--- src/hw/rtl/ist_pkg.sv ---
// Shared types and constants of the interval statistics table.
// Used by the top, the controller and the datapath; depends on nothing.
package ist_pkg;

    localparam logic       KIND_START  = 1'b0;
    localparam logic       KIND_STOP   = 1'b1;
    localparam logic [63:0] ALL_ONES64 = 64'hffff_ffff_ffff_ffff;
    localparam logic [31:0] FULL_COUNT = 32'hffff_ffff;

    typedef struct packed {
        logic        kind;
        logic [9:0]  slot;
        logic [63:0] timestamp;
    } t_in;

    typedef struct packed {
        logic [63:0] interval;
        logic [63:0] shortest;
        logic [63:0] longest;
        logic [63:0] sum;
        logic [31:0] tally;
        logic [63:0] mean;
        logic        saturated;
    } t_out;

    // One row of the slot memory.
    typedef struct packed {
        logic [63:0] start_stamp;
        logic [63:0] min_interval;
        logic [63:0] max_interval;
        logic [63:0] interval_total;
        logic [31:0] event_count;
    } t_entry;

    localparam t_entry ENTRY_RESET = '{
        start_stamp:    64'd0,
        min_interval:   ALL_ONES64,
        max_interval:   64'd0,
        interval_total: 64'd0,
        event_count:    32'd0
    };

    typedef enum logic [2:0] {
        ST_CLEAR,
        ST_IDLE,
        ST_READ,
        ST_DIFF,
        ST_UPDATE,
        ST_DIVIDE
    } t_state;

    // Commands from the controller to the datapath.
    typedef struct packed {
        logic clr_wr;
        logic load;
        logic rd;
        logic stamp_wr;
        logic diff;
        logic upd;
        logic emit;
    } t_cmd;

    // Status from the datapath to the controller.
    typedef struct packed {
        logic clr_last;
        logic in_range;
        logic is_stop;
        logic div_done;
    } t_sts;

endpackage

--- src/hw/rtl/ist_ctrl.sv ---
// Controller state machine of the interval statistics table.
// Depends on ist_pkg for the state, command and status types.
module ist_ctrl (
    input  logic          i_clk,
    input  logic          i_rst_n,
    input  logic          i_start,
    input  ist_pkg::t_sts i_sts,
    output logic          o_busy,
    output ist_pkg::t_cmd o_cmd
);

    ist_pkg::t_state r_state;
    ist_pkg::t_state n_state;

    always_ff @(posedge i_clk) begin
        if (!i_rst_n) begin
            r_state <= ist_pkg::ST_CLEAR;
        end else begin
            r_state <= n_state;
        end
    end

    always_comb begin
        n_state = r_state;
        o_cmd   = '0;
        o_busy  = 1'b1;
        case (r_state)
            ist_pkg::ST_CLEAR: begin
                o_cmd.clr_wr = 1'b1;
                if (i_sts.clr_last) begin
                    n_state = ist_pkg::ST_IDLE;
                end
            end
            ist_pkg::ST_IDLE: begin
                o_busy = 1'b0;
                if (i_start) begin
                    o_cmd.load = 1'b1;
                    n_state    = ist_pkg::ST_READ;
                end
            end
            ist_pkg::ST_READ: begin
                // A slot beyond the table is dropped without a memory access.
                if (i_sts.in_range) begin
                    o_cmd.rd = 1'b1;
                    n_state  = ist_pkg::ST_DIFF;
                end else begin
                    n_state = ist_pkg::ST_IDLE;
                end
            end
            ist_pkg::ST_DIFF: begin
                if (i_sts.is_stop) begin
                    o_cmd.diff = 1'b1;
                    n_state    = ist_pkg::ST_UPDATE;
                end else begin
                    o_cmd.stamp_wr = 1'b1;
                    n_state        = ist_pkg::ST_IDLE;
                end
            end
            ist_pkg::ST_UPDATE: begin
                o_cmd.upd = 1'b1;
                n_state   = ist_pkg::ST_DIVIDE;
            end
            ist_pkg::ST_DIVIDE: begin
                if (i_sts.div_done) begin
                    o_cmd.emit = 1'b1;
                    n_state    = ist_pkg::ST_IDLE;
                end
            end
            default: begin
                n_state = ist_pkg::ST_IDLE;
            end
        endcase
    end

endmodule

--- config.mk ---
export PLATFORM = sky130hd
export DESIGN_NAME = ist_ctrl
export DESIGN_NICKNAME = d
export VERILOG_FILES = /design/src/hw/rtl/ist_pkg.sv /design/src/hw/rtl/ist_ctrl.sv
export SDC_FILE = /design/constraint.sdc
export NUM_CORES = 1
export LEC_CHECK = 0
export BUFFER_PORTS_ARGS = -buffer_cell sky130_fd_sc_hd__buf_2
export CAP_MARGIN = 20
export CORE_AREA = 3 3 40 42
export DETAILED_ROUTE_END_ITERATION = 16
export DIE_AREA = 0 0 43 45
export GPL_ROUTABILITY_DRIVEN = 0
export PLACE_DENSITY_LB_ADDON = 0.2
export RECOVER_POWER = 25
export SYNTH_ARGS = -nofsm -noshare
export SYNTH_HDL_FRONTEND = slang
export SYNTH_SLANG_ARGS = --single-unit
--- constraint.sdc ---
create_clock -name i_clk -period 0.9 [get_ports i_clk]
set_clock_uncertainty 0.05 [all_clocks]
set_input_delay 0.135 -clock i_clk [delete_from_list [all_inputs] [get_ports i_clk]]
set_output_delay 0.135 -clock i_clk [all_outputs]
set_load 0.005 [all_outputs]
After elaboration in Yosys (flattened, before gate mapping)
Index checks and enable logic that the tools add are counted.
- register bits: 3
- bits in latches: 0
- RAM bits: 0
- memory bits (read-only): 0
- bits of input ports: 7
- output and inout bits: 8
- logic and storage cells: 29
- memories: 0
- add/subtract/negate cells: 0
- multipliers: 0
- divide/modulo/power cells: 0
- $lt $le $gt $ge: 0
- equal/unequal tests: 8
- shift operators: 0
- muxes and demuxes: 18
- bitwise logic cells: 0
- reductions and logical operators: 2
- operators with widths (operator ; number):
    $pmux 3 s6 ; 1
    $mux 3 ; 4
    $mux 1 ; 11
    $eq 3x2->1 const B ; 2
    $eq 3x3->1 const B ; 2
    $ne 2x2->1 const B ; 3
    $mux 2 ; 2
    $eq 3x1->1 const B ; 1
    $logic_not 3->1 ; 1
    $reduce_and 3->1 ; 1

Longest topological paths before layout
- word-level depth: 3
- gate-level depth with buffers: 3
- gate-level depth less buffers: 3

Worst setup path after synthesis
No wires, ideal clock.
- kind: flip-flop to output port
- start: register r_state[0]
- end: output port o_busy
- arrival time: 0.783 ns
- data required time: 0.715 ns
- path slack: -0.068 ns
- cell stages (with the launch flop): 3
- path buffers: 0
- cell sequence: dfxtp_1 -> nand2b_4 -> or2_1
- cells in the longest elaborated chain, start to end: 2
- ends and longest elaborated chain (what ; RTL line ; source):
    from (decl) ; ist_ctrl.sv:12 ; ist_pkg::t_state r_state;
    from (signal assigned) ; ist_ctrl.sv:17 ; r_state <= ist_pkg::ST_CLEAR;
    from (signal assigned) ; ist_ctrl.sv:19 ; r_state <= n_state;
    $eq 3x1->1 ; ist_ctrl.sv:27 ; case (r_state)
    $mux 1 ; ist_ctrl.sv:27 ;
    to (decl) ; ist_ctrl.sv:8 ; output logic o_busy,
Every way passes these cells.

Final worst setup path
- start: register r_state[2]
- end: output port o_busy
Same word-level chain as after synthesis.

==> flow_summary_export.csv <==
group,metric,value,unit
status,status,"finished with violations",
status,violations,"negative setup slack",
placed_design,dp_worst_setup_slack,-0.109,ns
worst_hold_path,hold_class,"in2reg",
worst_setup_path,cp.depth,3,
timing,grt_setup_unrepaired,"yes",
die,die_w,43,µm
clocking,cts_num_sinks,3,
worst_setup_path,cp-end-kind,"output port",
global_route,grt_use_total,0.0716,
timing,setup-violations-final,11,
synthesis,synth_area_per_cell,8.65,µm²
flow_run,maxCapViolations,0,
global_route,grt_pass1_vias,224,
clocking,clkTransAtPathRegs,0.04,ns
power_and_ir_drop,combPwrFrac,0.250,
power_and_ir_drop,p_clk_frac,0.452,
clocking,tritoncts,"done",
synthesis,netlist_area,199,µm²
cells_and_area,drive_above_1_share,0.674,
die,core,0.00128,mm²
power_and_ir_drop,powerDensity,1330,mW/mm²
die,die_h,45,µm
power_and_ir_drop,seq_power_share,0.298,
synthesis,yosys.cell_types.count,13,
power_and_ir_drop,switching_share,0.266,
worst_setup_path,crit_family,"simple AND/OR/NAND/NOR gates",
cells_and_area,diodes,0,
timing,fmax,808,MHz
power_and_ir_drop,p_int,0.000384,W
drt,vias,246,
die,ios,15,
worst_setup_path,worst_ep_arrival_time,1.05,ns
worst_setup_path,worstPathRequired,0.71,ns
clocking,htree_num_levels,1,
worst_hold_path,whs_path_depth,2,
power_and_ir_drop,max-vdd-ir-drop,0.000404,V
worst_setup_path,crit_path_cell_trace,"nand2b_4 -> or2_1 -> buf_2",
synthesis,postSynthCellCount,23,
worst_setup_path,worstSetupStartpointType,"flip-flop",
timing,hold_violations,0,
clocking,clock_latency,0.23,ns
drt,viasPerCell,4.03,
drt,wl_per_cell,10.1,µm
timing,setup_slack,-0.338,ns
cells_and_area,largest_reg_flops,3,
clocking,cts_buffer_depth,2,
placed_design,hpwl,427,µm
timing,post-route-period-util,1.38,
drt,drc,0,
worst_setup_path,crit_slowest_cell,"dfxtp_2",
placed_design,io_buffers,14,
worst_setup_path,max_stage_delay,0.31,ns
drt,firstDrtPassIters,2,
timing,setup_tns,-2.51,ns
timing,relSlewSlack,0.802,
worst_setup_path,worst-path-buf-inv,1,
drt,drt_iter0_markers,2,
die,die_area,0.00194,mm²
timing,drv_slew,0,
synthesis,synthTopCellsByArea,"dfxtp_1, nor2_4, o21a_1",
global_route,grt_pass1_wl,910,µm
clocking,cts_root_buffer,"clkbuf_4",
global_route,antenna_found_initial,0,
worst_setup_path,critPathMaxFanout,5,
drt,ant_nets,0,
synthesis,yosysTopAreaCell,"dfxtp_1",
global_route,grt_max_degree,9,
die,start_util,0.155,
timing,whs,0.0942,ns
synthesis,syn_nets,30,
synthesis,ys_seq_elements,3,
cells_and_area,syn2layout_area_growth,98.1,%
synthesis,yosysWarnings,0,
global_route,gr-total-overflow,0,
timing,period_needed,1.24,ns
worst_setup_path,r2r_slack,-0.19,ns
power_and_ir_drop,power.switching,0.000139,W
worst_setup_path,crit_type,"reg2out",
timing,tightest_slew,0.293,ns
worst_setup_path,r2r_cells,3,
synthesis,ys_seq_area_frac,0.302,
cells_and_area,top_regs,"r_state: 3 flops",
clocking,cts_buffers,3,
synthesis,synth.top_cell.area_share,0.302,
cells_and_area,regMostFlops,"r_state",
die,rows,13,
cells_and_area,final_nets,54,
drt,wirelength,619,µm
power_and_ir_drop,p_leak,0.177,nW
## layer usage
metal,share of wire,routed length (µm),up-vias,GRT usage
li1,-,-,126,-
met1,0.33,205,114,0.0602
met2,0.60,371,6,0.126
met3,0.066,41,0,0.0279
met4,0,0,0,0.0723
met5,0,0,-,0
## cells in the mapped netlist
library cell  number
nand2b_4           1
or2_1              1
o21a_1             2
nand2_1            3
nor2_4             2
nor3_1             1
nor3b_2            1
o41ai_1            1
nor2_1             3
a21oi_1            2
dfxtp_1            3
nor3_2             1
nand2b_1           2
## cell usage in the layout (no fill, tap or decap)
master and instances:
nor2_4 2, a21oi_1 2, nand2_1 3, nor3b_2 1
nand2b_1 1, buf_2 14, o21a_1 2, or2_1 1
nor3_4 1, buf_12 1, nand2b_4 2, dfxtp_2 1
dfxtp_4 2, nor3_1 1, clkbuf_4 3, buf_6 2
clkbuf_1 1, o41ai_1 1, buf_4 2, nor2_1 3
## timing repair
action,in CTS,in global routing
hold buffers,0,0
gates resized for setup,4,2
pin swaps,4,2
hold endpoints to repair,0,0
buffers inserted,1,2
endpoints found under the setup margin,11,11
## cells by family after synthesis
logic type | count (synthesis) | share of synthesized area
simple gates | 15 | 0.528
compound gates | 5 | 0.170
flops | 3 | 0.302
## metrics by stage
step / utilization / instances / power [W] / cell area, µm²
floorplan: - / 23 / 0.000209 / 209
global placement: 0.243 / 54 / 0.000257 / 313
detailed placement: 0.243 / 54 / 0.000255 / 313
CTS: 0.278 / 59 / 0.000507 / 357
global route: 0.307 / 61 / 0.000556 / 394
finish: 0.307 / 61 / 0.000524 / 394
## final cells by class
| cell class | count | area (µm²) |
|---|---|---|
| fill | 139 | 891 |
| multi-input combinational | 20 | 153 |
| timing repair buffer | 19 | 128 |
| sequential | 3 | 68.8 |
| clock buffer | 4 | 26.3 |
| tap | 15 | 18.8 |
## final timing paths
| path | startpoint | to |
|---|---|---|
| worst min register to register | r_state[2]$_SDFFE_PN0P_ | r_state[0]$_SDFFE_PN0P_ |
| worst min-delay path | i_rst_n | r_state[1]$_SDFFE_PN0P_ |
| worst max-delay path | r_state[2]$_SDFFE_PN0P_ | o_busy |
| worst max register to register | r_state[0]$_SDFFE_PN0P_ | r_state[0]$_SDFFE_PN0P_ |
## worst register-to-register path: stages, from the launching register on
cell,delay (ns)
dfxtp_4,0.36
buf_12,0.13
o41ai_1,0.36
nor2_1,0.07
## power groups by stage
stage          clock network, W  registers [W]  logic [W]
3_3_place_gp                  0       0.000159  0.0000980
2_1_floorplan                 0       0.000157  0.0000513
6_report               0.000237       0.000156   0.000131
5_1_grt                0.000254       0.000158   0.000144
4_1_cts                0.000248       0.000155   0.000104
3_5_place_dp                  0       0.000158  0.0000971
Power figures use the tool's default switching activity.
